--- config.mk ---
export PLATFORM = sky130hd
export DESIGN_NAME = digit_glyph_matrix_renderer_core
export DESIGN_NICKNAME = d
export VERILOG_FILES = /design/src/design/dgmr_pkg.sv /design/src/design/dgmr_front.sv /design/src/design/dgmr_queue.sv /design/src/design/dgmr_back.sv /design/src/design/digit_glyph_matrix_renderer_core.sv
export SDC_FILE = /design/constraint.sdc
export NUM_CORES = 1
export LEC_CHECK = 0
export ABC_CLOCK_PERIOD_IN_PS = 15700
export BUFFER_PORTS_ARGS = -buffer_cell sky130_fd_sc_hd__buf_2
export CAP_MARGIN = 25
export CORE_MARGIN = 2
export CORE_UTILIZATION = 45
export CTS_CLUSTER_DIAMETER = 150
export CTS_CLUSTER_SIZE = 14
export DETAILED_ROUTE_END_ITERATION = 7
export GPL_ROUTABILITY_DRIVEN = 0
export GPL_TIMING_DRIVEN = 1
export SETUP_SLACK_MARGIN = 0.15
export SLEW_MARGIN = 20
export SYNTH_ARGS = -nofsm -noshare
export SYNTH_HDL_FRONTEND = slang
export SYNTH_SLANG_ARGS = --single-unit
--- constraint.sdc ---
create_clock -name clk -period 15.7 [get_ports clk]
set_input_delay 4.71 -clock clk [delete_from_list [all_inputs] [get_ports clk]]
set_output_delay 4.71 -clock clk [all_outputs]
set_load 0.05 [all_outputs]
--- src/design/dgmr_pkg.sv ---
// shared types, constants and font tables for the digit glyph matrix renderer
package dgmr_pkg;

  localparam int unsigned VAL_W   = 7;
  localparam int unsigned DIG_W   = 4;
  localparam int unsigned INT_W   = 4;
  localparam int unsigned REG_W   = 4;
  localparam int unsigned ROWS    = 8;
  localparam int unsigned ROW_W   = $clog2(ROWS);
  localparam int unsigned CFG_N   = 2;
  localparam int unsigned CFG_IW  = $clog2(CFG_N);
  localparam int unsigned QDEPTH  = 2;
  localparam int unsigned QPTR_W  = $clog2(QDEPTH);

  localparam logic [REG_W-1:0] REG_ROW_BASE  = 4'h1;
  localparam logic [REG_W-1:0] REG_INTENSITY = 4'hA;

  localparam logic [CFG_IW-1:0] CFG_GAME_INTENSITY  = 1'd0;
  localparam logic [CFG_IW-1:0] CFG_CLOCK_INTENSITY = 1'd1;

  localparam logic [INT_W-1:0] GAME_INTENSITY_RST  = 4'd5;
  localparam logic [INT_W-1:0] CLOCK_INTENSITY_RST = 4'd1;

  // 3x5 digits, top row in the high bits
  localparam logic [14:0] SMALL_FONT [0:9] = '{
    {3'd7, 3'd5, 3'd5, 3'd5, 3'd7},
    {3'd2, 3'd6, 3'd2, 3'd2, 3'd7},
    {3'd7, 3'd1, 3'd7, 3'd4, 3'd7},
    {3'd7, 3'd1, 3'd7, 3'd1, 3'd7},
    {3'd5, 3'd5, 3'd7, 3'd1, 3'd1},
    {3'd7, 3'd4, 3'd7, 3'd1, 3'd7},
    {3'd7, 3'd4, 3'd7, 3'd5, 3'd7},
    {3'd7, 3'd1, 3'd2, 3'd2, 3'd2},
    {3'd7, 3'd5, 3'd7, 3'd5, 3'd7},
    {3'd7, 3'd5, 3'd7, 3'd1, 3'd7}
  };

  // 5x7 digits, top row in the high bits
  localparam logic [34:0] BIG_FONT [0:9] = '{
    {5'h0E, 5'h11, 5'h11, 5'h11, 5'h11, 5'h11, 5'h0E},
    {5'h04, 5'h0C, 5'h04, 5'h04, 5'h04, 5'h04, 5'h0E},
    {5'h0E, 5'h11, 5'h01, 5'h02, 5'h04, 5'h08, 5'h1F},
    {5'h1F, 5'h02, 5'h04, 5'h02, 5'h01, 5'h11, 5'h0E},
    {5'h02, 5'h06, 5'h0A, 5'h12, 5'h1F, 5'h02, 5'h02},
    {5'h1F, 5'h10, 5'h1E, 5'h01, 5'h01, 5'h11, 5'h0E},
    {5'h06, 5'h08, 5'h10, 5'h1E, 5'h11, 5'h11, 5'h0E},
    {5'h1F, 5'h01, 5'h02, 5'h04, 5'h08, 5'h08, 5'h08},
    {5'h0E, 5'h11, 5'h11, 5'h0E, 5'h11, 5'h11, 5'h0E},
    {5'h0E, 5'h11, 5'h11, 5'h0F, 5'h01, 5'h02, 5'h0C}
  };

  typedef logic [ROWS-1:0][7:0] img_t;

  typedef struct packed {
    logic clock_mode;
    img_t home_img;
    img_t away_img;
  } frame_job_t;

endpackage

--- src/design/dgmr_front.sv ---
// front end: accepts updates, splits digits and renders both rotated images
module dgmr_front (
  input  logic                       clk,
  input  logic                       rst,
  input  logic                       push,
  output logic                       full,
  input  logic                       clock_mode,
  input  logic                       away_blank,
  input  logic [dgmr_pkg::VAL_W-1:0] away_value,
  input  logic                       home_blank,
  input  logic [dgmr_pkg::VAL_W-1:0] home_value,
  output logic                       job_valid,
  output dgmr_pkg::frame_job_t       job,
  input  logic                       job_full
);
  import dgmr_pkg::*;

  localparam logic [VAL_W-1:0] VAL_MAX = 7'd99;

  typedef struct packed {
    logic             blank;
    logic             big;
    logic [DIG_W-1:0] tens;
    logic [DIG_W-1:0] ones;
  } glyph_sel_t;

  function automatic glyph_sel_t classify(input logic blank, input logic two_digit,
                                          input logic [VAL_W-1:0] v);
    glyph_sel_t g;
    logic [VAL_W-1:0] vc;
    logic [14:0] prod;
    begin
      vc = (v > VAL_MAX) ? VAL_MAX : v;
      // divide by ten via reciprocal 205/2048, exact for every 7-bit input
      prod = 15'(vc) * 15'd205;
      g.tens = DIG_W'(prod >> 11);
      g.ones = DIG_W'(vc - VAL_W'(g.tens) * 7'd10);
      g.blank = blank;
      g.big = (vc < 7'd10) && !two_digit;
      return g;
    end
  endfunction

  function automatic img_t draw(input glyph_sel_t g);
    img_t img;
    logic [14:0] st;
    logic [14:0] so;
    logic [34:0] bg;
    begin
      img = '0;
      st = SMALL_FONT[g.tens];
      so = SMALL_FONT[g.ones];
      bg = BIG_FONT[g.ones];
      if (!g.blank) begin
        if (g.big) begin
          for (int r = 0; r < 7; r++) begin
            img[r] = {2'b00, bg[34-5*r -: 5], 1'b0};
          end
        end else begin
          for (int r = 0; r < 5; r++) begin
            img[r+1] = {1'b0, st[14-3*r -: 3], 1'b0, so[14-3*r -: 3]};
          end
        end
      end
      return img;
    end
  endfunction

  logic [12:0]      hour_prod;
  logic [DIG_W-1:0] hour_q;
  logic [VAL_W-1:0] hour_r;
  logic [VAL_W-1:0] home_eff;
  glyph_sel_t       away_sel;
  glyph_sel_t       home_sel;
  logic             accept;
  logic             advance;

  logic             s1_valid;
  logic             s1_mode;
  glyph_sel_t       s1_away;
  glyph_sel_t       s1_home;

  img_t away_raw;
  img_t home_raw;

  // hour mod 12 via reciprocal 43/512, exact for 7-bit inputs
  always_comb begin
    hour_prod = 13'(home_value) * 13'd43;
    hour_q    = DIG_W'(hour_prod >> 9);
    hour_r    = home_value - VAL_W'(hour_q) * 7'd12;
    if (clock_mode) begin
      home_eff = (hour_r == '0) ? 7'd12 : hour_r;
    end else begin
      home_eff = home_value;
    end
    away_sel = classify(away_blank, clock_mode, away_value);
    home_sel = classify(home_blank, clock_mode, home_eff);
  end

  assign advance = s1_valid && !job_full;
  assign full    = s1_valid && job_full;
  assign accept  = push && !full;

  always_ff @(posedge clk) begin
    if (rst) begin
      s1_valid <= 1'b0;
    end else if (accept) begin
      s1_valid <= 1'b1;
    end else if (advance) begin
      s1_valid <= 1'b0;
    end
  end

  always_ff @(posedge clk) begin
    if (accept) begin
      s1_mode <= clock_mode;
      s1_away <= away_sel;
      s1_home <= home_sel;
    end
  end

  // home turned half a turn, away turned a quarter counter-clockwise
  always_comb begin
    away_raw = draw(s1_away);
    home_raw = draw(s1_home);
    job.clock_mode = s1_mode;
    for (int r = 0; r < ROWS; r++) begin
      for (int c = 0; c < 8; c++) begin
        job.home_img[r][7-c] = home_raw[ROWS-1-r][c];
        job.away_img[r][7-c] = away_raw[c][r];
      end
    end
  end

  assign job_valid = s1_valid;

endmodule

--- src/design/dgmr_queue.sv ---
// short queue of rendered jobs between front end and frame sequencer
module dgmr_queue (
  input  logic                 clk,
  input  logic                 rst,
  input  logic                 wr_valid,
  input  dgmr_pkg::frame_job_t wr_job,
  output logic                 wr_full,
  output logic                 rd_valid,
  output dgmr_pkg::frame_job_t rd_job,
  input  logic                 rd_take
);
  import dgmr_pkg::*;

  frame_job_t          slots [QDEPTH];
  logic [QPTR_W-1:0]   wr_ptr;
  logic [QPTR_W-1:0]   rd_ptr;
  logic [QPTR_W:0]     count;
  logic                do_wr;
  logic                do_rd;

  assign wr_full  = (count == (QPTR_W+1)'(QDEPTH));
  assign rd_valid = (count != '0);
  assign do_wr    = wr_valid && !wr_full;
  assign do_rd    = rd_take && rd_valid;
  assign rd_job   = slots[rd_ptr];

  always_ff @(posedge clk) begin
    if (rst) begin
      wr_ptr <= '0;
      rd_ptr <= '0;
      count  <= '0;
    end else begin
      if (do_wr) begin
        wr_ptr <= wr_ptr + 1'b1;
      end
      if (do_rd) begin
        rd_ptr <= rd_ptr + 1'b1;
      end
      count <= count + (QPTR_W+1)'(do_wr) - (QPTR_W+1)'(do_rd);
    end
  end

  always_ff @(posedge clk) begin
    if (do_wr) begin
      slots[wr_ptr] <= wr_job;
    end
  end

endmodule

--- src/design/dgmr_back.sv ---
// frame sequencer: intensity frame when needed, then eight row frames
module dgmr_back (
  input  logic                       clk,
  input  logic                       rst,
  input  logic                       cfg_we,
  input  logic [dgmr_pkg::CFG_IW-1:0] cfg_index,
  input  logic [dgmr_pkg::INT_W-1:0] cfg_data,
  input  logic                       job_valid,
  input  dgmr_pkg::frame_job_t       job,
  output logic                       job_take,
  output logic                       empty,
  input  logic                       pop,
  output logic [dgmr_pkg::REG_W-1:0] home_register,
  output logic [7:0]                 home_data,
  output logic [dgmr_pkg::REG_W-1:0] away_register,
  output logic [7:0]                 away_data,
  output logic                       last_frame
);
  import dgmr_pkg::*;

  logic [INT_W-1:0] game_intensity;
  logic [INT_W-1:0] clock_intensity;
  logic [INT_W-1:0] current_intensity;

  logic             busy;
  logic             int_pending;
  logic [ROW_W-1:0] row;
  logic [INT_W-1:0] want;
  img_t             home_img;
  img_t             away_img;
  logic             out_valid;

  logic             slot_free;
  logic             emit;
  logic             emit_last;
  logic [INT_W-1:0] want_next;

  assign slot_free = !out_valid || pop;
  assign emit      = busy && slot_free;
  assign emit_last = emit && !int_pending && (row == ROW_W'(ROWS-1));
  assign job_take  = job_valid && (!busy || emit_last);
  assign want_next = job.clock_mode ? clock_intensity : game_intensity;
  assign empty     = !out_valid;

  always_ff @(posedge clk) begin
    if (rst) begin
      game_intensity  <= GAME_INTENSITY_RST;
      clock_intensity <= CLOCK_INTENSITY_RST;
    end else if (cfg_we) begin
      case (cfg_index)
        CFG_GAME_INTENSITY:  game_intensity  <= cfg_data;
        CFG_CLOCK_INTENSITY: clock_intensity <= cfg_data;
        default: ;
      endcase
    end
  end

  always_ff @(posedge clk) begin
    if (rst) begin
      busy              <= 1'b0;
      int_pending       <= 1'b0;
      row               <= '0;
      out_valid         <= 1'b0;
      current_intensity <= GAME_INTENSITY_RST;
    end else begin
      if (job_take) begin
        busy        <= 1'b1;
        row         <= '0;
        int_pending <= (want_next != current_intensity);
      end else if (emit) begin
        if (int_pending) begin
          int_pending <= 1'b0;
        end else begin
          row <= row + 1'b1;
          if (emit_last) begin
            busy <= 1'b0;
          end
        end
      end
      if (emit && int_pending) begin
        current_intensity <= want;
      end
      if (emit) begin
        out_valid <= 1'b1;
      end else if (pop) begin
        out_valid <= 1'b0;
      end
    end
  end

  always_ff @(posedge clk) begin
    if (job_take) begin
      want     <= want_next;
      home_img <= job.home_img;
      away_img <= job.away_img;
    end
  end

  always_ff @(posedge clk) begin
    if (emit) begin
      if (int_pending) begin
        home_register <= REG_INTENSITY;
        away_register <= REG_INTENSITY;
        home_data     <= 8'(want);
        away_data     <= 8'(want);
        last_frame    <= 1'b0;
      end else begin
        home_register <= REG_ROW_BASE + REG_W'(row);
        away_register <= REG_ROW_BASE + REG_W'(row);
        home_data     <= home_img[row];
        away_data     <= away_img[row];
        last_frame    <= (row == ROW_W'(ROWS-1));
      end
    end
  end

endmodule

--- src/design/digit_glyph_matrix_renderer_core.sv ---
// top level of the digit glyph matrix renderer
//
// input channel: push/full; one transfer carries an update (mode, blank flags
// and values for the away and home matrices).
// output channel: empty/pop; each transfer is one frame for both drivers
// (register address and data per driver, last_frame on the eighth row).
// config: cfg_we/cfg_index/cfg_data write game (0) or clock (1) intensity.
// an update yields an intensity frame when the mode's intensity differs from
// the one last sent, then eight row frames, so 8 or 9 frames per update.
// on its way, an update passes the front register, the job queue, the sequencer's
// job register and the output register before its first frame is visible.
// throughput: one frame per cycle while the receiver keeps popping, set by the
// frame sequencer; the front end takes the next update while one is emitted.
// reset: queue and output empty, intensities back to 5 (game) and 1 (clock),
// last sent intensity 5.
// a stalled receiver holds the current frame; the sequencer, then the queue,
// then the front end fill up before full rises.
module digit_glyph_matrix_renderer_core (
  input  logic                       clk,
  input  logic                       rst,
  input  logic                       push,
  output logic                       full,
  input  logic                       clock_mode,
  input  logic                       away_blank,
  input  logic [dgmr_pkg::VAL_W-1:0] away_value,
  input  logic                       home_blank,
  input  logic [dgmr_pkg::VAL_W-1:0] home_value,
  output logic                       empty,
  input  logic                       pop,
  output logic [dgmr_pkg::REG_W-1:0] home_register,
  output logic [7:0]                 home_data,
  output logic [dgmr_pkg::REG_W-1:0] away_register,
  output logic [7:0]                 away_data,
  output logic                       last_frame,
  input  logic                       cfg_we,
  input  logic [dgmr_pkg::CFG_IW-1:0] cfg_index,
  input  logic [dgmr_pkg::INT_W-1:0] cfg_data
);
  import dgmr_pkg::*;

  logic       f_valid;
  frame_job_t f_job;
  logic       q_full;
  logic       q_valid;
  frame_job_t q_job;
  logic       q_take;

  dgmr_front u_front (
    .clk        (clk),
    .rst        (rst),
    .push       (push),
    .full       (full),
    .clock_mode (clock_mode),
    .away_blank (away_blank),
    .away_value (away_value),
    .home_blank (home_blank),
    .home_value (home_value),
    .job_valid  (f_valid),
    .job        (f_job),
    .job_full   (q_full)
  );

  dgmr_queue u_queue (
    .clk      (clk),
    .rst      (rst),
    .wr_valid (f_valid),
    .wr_job   (f_job),
    .wr_full  (q_full),
    .rd_valid (q_valid),
    .rd_job   (q_job),
    .rd_take  (q_take)
  );

  dgmr_back u_back (
    .clk           (clk),
    .rst           (rst),
    .cfg_we        (cfg_we),
    .cfg_index     (cfg_index),
    .cfg_data      (cfg_data),
    .job_valid     (q_valid),
    .job           (q_job),
    .job_take      (q_take),
    .empty         (empty),
    .pop           (pop),
    .home_register (home_register),
    .home_data     (home_data),
    .away_register (away_register),
    .away_data     (away_data),
    .last_frame    (last_frame)
  );

endmodule

# == Yosys cells after proc, flatten, opt, wreduce, memory -nomap -nowiden ==
# Memories as Yosys holds them, arrays and structs flattened. A register that Yosys moved wholly into a read port is not among the register bits.
# Cells that the tools add are included.
# word_totals
rom_bits,2080
wordCells,159
memories,7
in_bits,27
output_inout_bits,27
mem_bits_rw,226
ff_bits,197
# op_classes
magnitude_cmp,9
reduce_logical,30
add_sub_neg,9
n_bitwise,6
n_eq_ne,4
mul,6
muxes,45
# mem_list
memory,depth,word_bits,read_ports,rd_ports_with_merged_regs,write_ports,line,rtl
(name not given),16,35,1,0,0,dgmr_front.sv:53,bg = BIG_FONT[g.ones];
(name not given),16,35,1,0,0,dgmr_front.sv:53,
(name not given),16,15,1,0,0,dgmr_front.sv:51,st = SMALL_FONT[g.tens];
(name not given),16,15,1,0,0,dgmr_front.sv:52,so = SMALL_FONT[g.ones];
(name not given),16,15,1,0,0,dgmr_front.sv:51,
(name not given),16,15,1,0,0,dgmr_front.sv:52,
1 more memories,n/a,n/a,n/a,n/a,n/a,n/a,
# op_table
cell,count
$mux 35,4
$mux 15,8
$mux 56,2
$mux 39,2
$bmux 8 s3,2
$mul 7x8->15 const B,2
$mux 7,4
$mux 6,4
$ge 5x5->1 const B,4
$not 4->5,4
$mux 8,2
$gt 7x7->1 const B,2
$lt 7x4->1 const B,2
$mux 1,14
$mul 7x6->13 const B,1
$mux 4,3
$logic_and 1x1->1,11
$reduce_bool 2->1,5
$mul 4x3->3 const B,2
$sub 4x4->4,2
$logic_not 7->1,1
$sub 7x7->7,1
$logic_not 1->1,6
$reduce_and 2->1,3
15 further kinds,18

# == Depth between registers and ports, before layout ==
# Gate-level depths: netlist of run 1.
# depth
ltp_word,11
depth_mapped,43
ltp_nobuf,43

# == Hierarchy ==
# A second synthesis of run 1 with hierarchy kept.
# hier_totals
hier_cells,1503
area_unflattened_um2,22150.0
# by_module_without_submodules
mod,instances,area_each_um2,cells_each
dgmr_queue,1,9584.2,428
dgmr_back,1,6523.8,326
dgmr_front,1,6042.0,749

# == Least setup slack after synthesis of run 1 ==
# No wires, ideal clock.
# synth_path
kind,input -> register
startpoint,input port home_value[2] (netlist bit)
endpoint,register u_front.s1_home[3] (netlist bit) (data pin)
path_buffers,0
path_slack_ns,1.825
setup_time_ns,0.268
arrival_time_ns,13.608
stages,41
path_cell_list,ha_1 -> fa_1 -> inv_1 -> fa_1 -> inv_1 -> ha_1 -> nand4_1 -> o21bai_1 -> o21bai_1 -> a21oi_1 -> o21bai_1 -> xor2_1 -> ha_1 -> inv_1 -> fa_1 -> ha_1 -> a21o_1 -> a21oi_1 -> (+5 left out) -> inv_1 -> fa_1 -> inv_1 -> ha_1 -> inv_1 -> fa_1 -> inv_1 -> ha_1 -> and3_1 -> a41oi_1 -> nand2_1 -> a31oi_2 -> o21bai_2 -> a21o_1 -> xnor2_1 -> fa_1 -> xor2_1 -> xnor3_1
# synth_lines
element,line,rtl
from (decl),digit_glyph_matrix_renderer_core.sv:27,"input logic [dgmr_pkg::VAL_W-1:0] home_value,"
to (signal assigned),dgmr_front.sv:118,s1_home <= home_sel;
to (decl),dgmr_front.sv:81,glyph_sel_t s1_home;

==> results of run 1 <==
-- per-layer routing --
| layer | vias to the layer above | wire length, microns | global-route usage |
|---|---|---|---|
| li1 | 4650 | - | - |
| met1 | 4781 | 15200 | 0.248 |
| met2 | 240 | 15300 | 0.288 |
| met3 | 34 | 1660 | 0.0217 |
| met4 | 0 | 435 | 0.0354 |
| met5 | - | 0 | 0 |
-- worst register-to-register path: stages, from the launching register on --
cell     delay, ns
dfxtp_1       0.64
nor2b_1       0.27
nand2_1       0.13
a21oi_4       0.15
buf_4         0.39
buf_4         0.77
-- cell usage after synthesis, drive strengths merged, types with 2 or more instances --
cell / count
and3: 11
a311o: 2
clkbuf: 43
a21oi: 87
a22oi: 7
o21ai: 27
nand4: 3
a221oi: 7
nor3: 15
nand2: 77
a211oi: 19
dfxtp: 24
xnor2: 16
mux2: 96
xor2: 16
nor2: 76
ha: 141
a31oi: 13
edfxtp: 299
nor4b: 2
mux4: 8
a21o: 8
a31o: 4
nand2b: 12
a211o: 3
o21bai: 8
or2: 6
fa: 26
nand3: 8
buf: 14
nor2b: 22
and2: 10
mux2i: 18
a21boi: 6
o211ai: 4
inv: 101
o22ai: 3
xnor3: 3
or3: 2
o21a: 3
-- registers in the layout, summed over array words and instances (netlist names), 2 cells and up, named ones only --
register	flops
u_back.away_img	42
u_back.row	3
u_front.s1_home	10
u_queue.count	2
u_front.s1_away	10
u_back.home_img	42
u_back.away_data	8
u_back.home_register	4
u_back.want	4
u_back.game_intensity	4
u_back.current_intensity	4
u_queue.slots	170
u_back.clock_intensity	4
u_back.home_data	7
-- worst paths after layout --
kind / endpoint / cells after the start / from / slack (ns)
min reg2reg: u_back.clock_intensity[3]$_SDFFE_PP0P_ / 2 / u_back.clock_intensity[3]$_SDFFE_PP0P_ / 0.46
max reg2reg: u_back.home_img[29]$_DFFE_PP_ / 5 / u_back.int_pending$_SDFFE_PP0P_ / 12.87
min: u_back.clock_intensity[3]$_SDFFE_PP0P_ / 2 / u_back.clock_intensity[3]$_SDFFE_PP0P_ / 0.46
max: u_front.s1_home[3]$_DFFE_PP_ / 42 / home_value[3] / 1.50
-- through the flow --
stage               std cells  cell area, sq um  setup slack [ns]   util
global route             1786             18200             0.866  0.498
detailed placement       1738             17400             0.897  0.477
global placement         1738             17400              1.19  0.477
CTS                      1786             18200              1.48  0.498
finish                   1786             18200              1.50  0.498
floorplan                1262             16700              1.82      -
-- final cells by class --
| type | instances | area share |
|---|---|---|
| multi-input combinational | 780 | 0.364 |
| tap | 468 | 0.0322 |
| clock buffer | 47 | 0.0413 |
| sequential | 323 | 0.521 |
| inverter | 102 | 0.0211 |
| clock inverter | 1 | 0.000895 |
| timing repair buffer | 65 | 0.0195 |
-- logic make-up (layout without fill, tap and decap cells) --
| logic type | Yosys count | after routing | share of synthesized area |
|---|---|---|---|
| AOI/OAI and AO/OA | 208 | 208 | 0.0807 |
| xor gates and xnor gates | 35 | 35 | 0.0218 |
| adders and majority gates | 167 | 167 | 0.137 |
| buffers and inverters | 159 | 215 | 0.0369 |
| DFF | 323 | 323 | 0.567 |
| muxes | 122 | 122 | 0.0864 |
| and+or+nand+nor | 248 | 248 | 0.0698 |
==> impl_metrics.py, run 1 <==
metrics = {
    "logic_synthesis": {
        "ys_async_sr_fraction": 0,
        "ys_types": 62,
        "synth_enable_flop_cells": 299,
        "syn_inst": 1262,
        "ys_seq_elements": 323,
        "syn_area_per_cell_sq_um": 13.2,
        "ys_seq_area_frac": 0.567,
        "synth_top_area_frac": 0.538,
        "syn-num-nets": 1456,
        "ys_warn_count": 0,
        "synth_area_sq_um": 16700,
        "synth_area_leader_cell": "edfxtp_1",
        "synth_area_leaders": "edfxtp_1 (54%), ha_1 (11%), mux2_2 (6.5%), fa_1 (3.1%), dfxtp_1 (2.9%)",
        "ys.flop_type": "edfxtp_1",
    },
    "critical_path": {
        "required_ns": 15.98,
        "critPathArrivalTime_ns": 14.48,
        "start_kind": "input port",
        "crit_buf_inv": 8,
        "crit_slowest_cell": "fa_1",
        "path_class": "in -> reg",
        "cpPeakStageDelay_ns": 0.55,
        "worst_setup_path_end_kind": "register",
        "cp_top_family": "adder cells",
        "path_max_fanout": 7,
    },
    "sta": {
        "fin_skew_ns": 0.0227,
        "setup_tns_ns": 0,
        "tightestPinTransition_ns": 1.00,
        "setup_violations": 0,
        "max_freq_mhz": 70.4,
        "rsz0062_at_grt": "false",
        "period_share": 0.904,
        "whs_ns": 0.464,
        "timing.slew.headroom": 0.332,
        "period_minus_slack_ns": 14.20,
        "hold_viol_final": 0,
        "maxSlewViolCount": 0,
    },
    "flow_run": {
        "maxCapViolCount": 0,
    },
    "die": {
        "ios": 54,
        "die_area_sq_um": 38600,
        "die_x_microns": 196,
        "initial_core_util": 0.457,
        "die_h_microns": 196,
        "rows": 70,
        "design.core.area_sq_um": 36500,
    },
    "worst_hold_path": {
        "min_path_type": "reg -> reg",
    },
    "clock_network": {
        "clkTransAtPathRegs_ns": 0.07,
        "cts-buffers-inserted": 27,
        "cts-resized-gates": 0,
        "clk_latency_ns": 0.55,
        "cts_max_level": 1,
        "cts.sinks": 323,
        "cts-hold-fix-buffers": 0,
        "tritoncts": "yes",
        "root_buffer": "clkbuf_16",
        "cts_post_setup_buffers_inserted": 0,
        "cts_buffer_depth": 3,
    },
    "place": {
        "numPortBuffers": 53,
        "place_hpwl_microns": 22000,
    },
    "finish": {
        "mostFrequentLayoutCells": "edfxtp_1 (299), ha_1 (141), inv_1 (101)",
        "fillCellCount": 3170,
        "multiInputGateArea_sq_um": 6630,
        "n_antenna_cell": 0,
        "area_delta_synth_final_pct": 9.03,
        "layout-drive-gt1-share": 0.168,
        "layout_commonest_cell": "edfxtp_1",
        "regArea_sq_um": 9460,
        "final_nets": 1493,
    },
    "route": {
        "drtPass1Iterations": 5,
        "ant_nets": 0,
        "drtIter0Drc": 571,
        "wl_per_cell_microns": 18.2,
        "drc": 0,
        "drt_wl_total_microns": 32600,
        "vias_per_cell": 5.43,
        "vias": 9705,
    },
    "global_routing": {
        "grt_first_pass_wirelength_microns": 53300,
        "antenna_found_initial": 0,
        "grt_pass1_vias": 9829,
        "grt.overflow.total": 0,
        "grt_usage": 0.174,
        "grt_max_degree": 68,
    },
    "outcome": {
        "status": "finished, final reports clean",
    },
}
Power of run 1 is not shown: default switching activity piles up to over one toggle a cycle in this logic, so the estimate is an artifact.
==> run 2, diff against run 1 <==
--- a/config.mk
+++ b/config.mk
@@ -9,5 +9,5 @@
 export BUFFER_PORTS_ARGS = -buffer_cell sky130_fd_sc_hd__buf_2
 export CAP_MARGIN = 25
-export CORE_MARGIN = 2
+export CORE_MARGIN = 10
 export CORE_UTILIZATION = 45
 export CTS_CLUSTER_DIAMETER = 150
==> constraint.sdc (replaced) <==
create_clock -name clk -period 15.7 [get_ports clk]
set_input_delay 4.71 -clock clk [delete_from_list [all_inputs] [get_ports clk]]
set_output_delay 4.71 -clock clk [all_outputs]
set_load 0.01 [all_outputs]
==> run 2 against run 1 <==
Effect of this change:
- critical path depth unchanged
- first-iteration DRC count up 7.9%
- register-to-register slack better by 0.07 ns
- sequential share of layout area about the same
- final cell count up 0.11%
- routed wire length up 0.33%
- utilization down 0.085 points
==> impl_metrics.py, run 2 (same netlist as run 1, synthesis figures left out) <==
metrics = {
    "sta": {
        "maxSlewViolCount": 0,
        "max_freq_mhz": 70.4,
        "setup_violations": 0,
        "hold_viol_final": 0,
        "setup_tns_ns": 0,
        "setup_ws_ns": 1.50,
        "tightestPinTransition_ns": 0.936,
        "period_share": 0.905,
        "fin_skew_ns": 0.0134,
        "period_minus_slack_ns": 14.20,
        "rsz0062_at_grt": "false",
        "timing.slew.headroom": 0.376,
    },
    "place": {
        "place_hpwl_microns": 22200,
        "numPortBuffers": 53,
        "pre_cts_slack_ns": 0.893,
        "place_area_sq_um": 17400,
    },
    "global_routing": {
        "met3_usage": 0.0156,
        "use_met2": 0.234,
        "use_met1": 0.206,
        "grt_pass1_vias": 9612,
        "gr-max-usage-layer": "met2",
        "grt.overflow.total": 0,
        "grt_first_pass_wirelength_microns": 52700,
        "antenna_found_initial": 0,
        "grt_max_degree": 64,
        "grt_usage": 0.145,
    },
    "finish": {
        "layout_commonest_cell": "edfxtp_1",
        "largest_register": "u_queue.slots",
        "layout-drive-gt1-share": 0.170,
        "reg_top3": "u_queue.slots (170), u_back.away_img (42), u_back.home_img (42)",
        "regArea_sq_um": 9460,
        "fin_area_sq_um": 18200,
        "n_antenna_cell": 0,
        "largest_register_ffs": 170,
        "multiInputGateArea_sq_um": 6630,
        "mostFrequentLayoutCells": "edfxtp_1 (299), ha_1 (141), inv_1 (101)",
        "final_nets": 1494,
        "fillCellCount": 3190,
        "area_delta_synth_final_pct": 9.10,
    },
    "clock_network": {
        "clkTransAtPathRegs_ns": 0.06,
        "root_buffer": "clkbuf_16",
        "cts_max_level": 1,
        "cts_post_setup_buffers_inserted": 0,
        "cts-buffers-inserted": 27,
        "cts-hold-fix-buffers": 0,
        "cts.sinks": 323,
        "clk_latency_ns": 0.54,
        "tritoncts": "yes",
        "cts_buffer_depth": 3,
        "cts-resized-gates": 0,
    },
    "route": {
        "vias_per_cell": 5.37,
        "drtIter0Drc": 616,
        "drc": 0,
        "ant_nets": 0,
        "vias": 9598,
        "wl_per_cell_microns": 18.3,
        "drtPass1Iterations": 5,
        "drt_wl_total_microns": 32700,
    },
    "flow_run": {
        "maxCapViolCount": 0,
    },
    "critical_path": {
        "path_common_cell": "inv_1",
        "path_max_fanout": 6,
        "cpPeakStageDelay_ns": 0.54,
        "critPathArrivalTime_ns": 14.47,
        "required_ns": 15.97,
        "path_class": "in -> reg",
        "crit_slowest_cell": "fa_1",
        "start_kind": "input port",
        "worst_setup_path_end_kind": "register",
    },
    "die": {
        "design.core.area_sq_um": 36600,
        "initial_core_util": 0.455,
        "rows": 70,
        "die_h_microns": 212,
        "die_x_microns": 212,
        "die_area_sq_um": 45200,
        "ios": 54,
    },
    "outcome": {
        "status": "finished, final reports clean",
    },
    "worst_hold_path": {
        "min_path_type": "reg -> reg",
    },
}
run 2: changes by cell type in the layout (fill, tap and decap cells not counted):
| cell | before | now |
|---|---|---|
| buf_4 | 12 | 13 |
| clkbuf_1 | 20 | 21 |
| dfxtp_1 | 23 | 22 |
| dfxtp_2 | 0 | 1 |
run 2: critical path: cells and delay by family:
family / cells / cell delay [ns]
compound gates: 12 / 2.26
xor+xnor: 6 / 1.45
fa+ha+maj: 12 / 4.72
buf+inv: 8 / 0.56
simple gates: 4 / 0.79
run 2: layout make-up:
class	instances	area share
clock buffers	48	0.0415
multi-input cells	780	0.364
well taps	468	0.0322
repair buffers	66	0.0199
flip-flops and latches	323	0.520
clock inverters	1	0.000894
inverters	102	0.0210
run 2: final timing paths:
check	from	endpoint	slack, ns	depth (start not counted)
worst max-delay path	home_value[2]	u_front.s1_home[3]$_DFFE_PP_	1.50	42
worst min-delay path	u_back.clock_intensity[2]$_SDFFE_PP0P_	u_back.clock_intensity[2]$_SDFFE_PP0P_	0.46	2
worst max register to register	u_back.row[1]$_SDFFE_PP0P_	register	12.94	9
worst min register to register	u_back.clock_intensity[2]$_SDFFE_PP0P_	u_back.clock_intensity[2]$_SDFFE_PP0P_	0.46	2
run 2: per-layer routing:
layer,part of all wire,vias up
li1,-,4647
met1,0.48,4711
met2,0.46,200
met3,0.043,40
met4,0.016,0
met5,0,-
run 2: metrics by stage:
step	utilization	std cells	hold WS (ns)
6_report	0.497	1788	0.459
5_1_grt	0.497	1788	0.486
4_1_cts	0.497	1788	0.459
3_5_place_dp	0.476	1739	0.448
3_3_place_gp	0.476	1739	0.442
2_1_floorplan	-	1262	0.421
Power of run 2 is left out for the same reason.
==> run 3, diff against run 2 <==
- CORE_UTILIZATION: 45 -> 60
- PLACE_DENSITY: default -> 0.77
==> run 3 against run 2 <==
Effect of this change:
- critical path type unchanged
- clock skew is essentially flat
- fmax is 0.36% higher
- final area down 0.74%
- critical path depth grew 1
- final cell count shrank 5.5%
==> impl_metrics.py, run 3 (same netlist as run 1, synthesis figures left out) <==
metrics = {
    "sta": {
        "setup_violations": 0,
        "max_freq_mhz": 70.7,
        "maxSlewViolCount": 0,
        "fin_skew_ns": 0.0136,
        "hold_viol_final": 0,
        "period_share": 0.901,
        "setup_tns_ns": 0,
        "tightestPinTransition_ns": 0.977,
        "timing.slew.headroom": 0.349,
        "setup_ws_ns": 1.55,
        "rsz0062_at_grt": "false",
        "period_minus_slack_ns": 14.15,
    },
    "finish": {
        "reg_top3": "u_queue.slots (170), u_back.away_img (42), u_back.home_img (42)",
        "largest_register_ffs": 170,
        "mostFrequentLayoutCells": "edfxtp_1 (299), ha_1 (141), inv_1 (101)",
        "n_antenna_cell": 0,
        "final_util": 0.665,
        "final_nets": 1491,
        "layout_commonest_cell": "edfxtp_1",
        "area_delta_synth_final_pct": 8.30,
        "largest_register": "u_queue.slots",
        "layout-drive-gt1-share": 0.168,
    },
    "critical_path": {
        "cpPeakStageDelay_ns": 0.55,
        "cp_top_family": "adder cells",
        "start_kind": "input port",
        "critPathArrivalTime_ns": 14.43,
        "required_ns": 15.98,
        "path_class": "in -> reg",
        "worst_setup_path_end_kind": "register",
        "path_max_fanout": 7,
        "crit_buf_inv": 8,
        "crit_slowest_cell": "fa_1",
    },
    "flow_run": {
        "maxCapViolCount": 0,
    },
    "die": {
        "design.core.area_sq_um": 27200,
        "die_x_microns": 187,
        "rows": 60,
        "die_h_microns": 187,
        "die_area_sq_um": 34900,
        "ios": 54,
        "initial_core_util": 0.614,
    },
    "clock_network": {
        "cts_max_level": 1,
        "cts.sinks": 323,
        "cts-resized-gates": 0,
        "clk_latency_ns": 0.54,
        "root_buffer": "clkbuf_16",
        "clkTransAtPathRegs_ns": 0.07,
        "tritoncts": "yes",
        "cts-buffers-inserted": 27,
        "cts-hold-fix-buffers": 0,
        "cts_post_setup_buffers_inserted": 0,
        "cts_buffer_depth": 3,
    },
    "route": {
        "drt_wl_total_microns": 31100,
        "vias_per_cell": 5.83,
        "vias": 9854,
        "drc": 0,
        "drtPass1Iterations": 8,
        "drtIter0Drc": 1095,
        "ant_nets": 0,
        "wl_per_cell_microns": 18.4,
    },
    "global_routing": {
        "grt_max_degree": 68,
        "grt_pass1_vias": 10000,
        "grt_first_pass_wirelength_microns": 51300,
        "grt.overflow.total": 0,
        "grt_usage": 0.176,
        "antenna_found_initial": 1,
    },
    "worst_hold_path": {
        "min_path_type": "reg -> reg",
    },
    "place": {
        "pre_cts_slack_ns": 0.972,
        "numPortBuffers": 53,
        "place_hpwl_microns": 21000,
    },
    "outcome": {
        "status": "finished, final reports clean",
    },
}
run 3: path summary, 6_finish.rpt:
path / from / endpoint / slack, ns / cells past startpoint
min reg2reg: u_back.clock_intensity[2]$_SDFFE_PP0P_ / u_back.clock_intensity[2]$_SDFFE_PP0P_ / 0.46 / 2
max: home_value[3] / u_front.s1_home[3]$_DFFE_PP_ / 1.55 / 43
min: u_back.clock_intensity[2]$_SDFFE_PP0P_ / u_back.clock_intensity[2]$_SDFFE_PP0P_ / 0.46 / 2
max reg2reg: u_back.row[0]$_SDFFE_PP0P_ / u_back.away_img[43]$_DFFE_PP_ / 12.54 / 8
run 3: layout make-up:
cell class                      instances  area (sq um)
Sequential cell                       323          9460
Fill cell                            1972          9120
Multi-Input combinational cell        780          6630
Clock buffer                           48           756
Tap cell                              372           465
Inverter                              102           383
Timing Repair Buffer                   63           340
Clock inverter                          2          25.0
run 3: per-stage QoR:
step / instance area [sq um] / std cells / hold WS [ns]
floorplan: 16700 / 1262 / 0.421
global placement: 17300 / 1640 / 0.439
detailed placement: 17300 / 1640 / 0.450
CTS: 18100 / 1690 / 0.460
global route: 18100 / 1690 / 0.494
finish: 18100 / 1690 / 0.457
run 3: layer usage:
layer  vias up  GRT usage  routed length [microns]
li1       4663          -                        -
met1      4786      0.241                    13500
met2       358      0.290                    14800
met3        45     0.0291                     2300
met4         2     0.0388                      477
met5         -          0                       12
run 3: worst min-delay path, delay by kind of cell (launching register included):
family	cells	cell delay, ns
AND/OR/NAND/NOR	1	0.05
AO/OA/AOI/OAI	1	0.05
flip-flops	1	0.31
Power of run 3 is left out for the same reason.
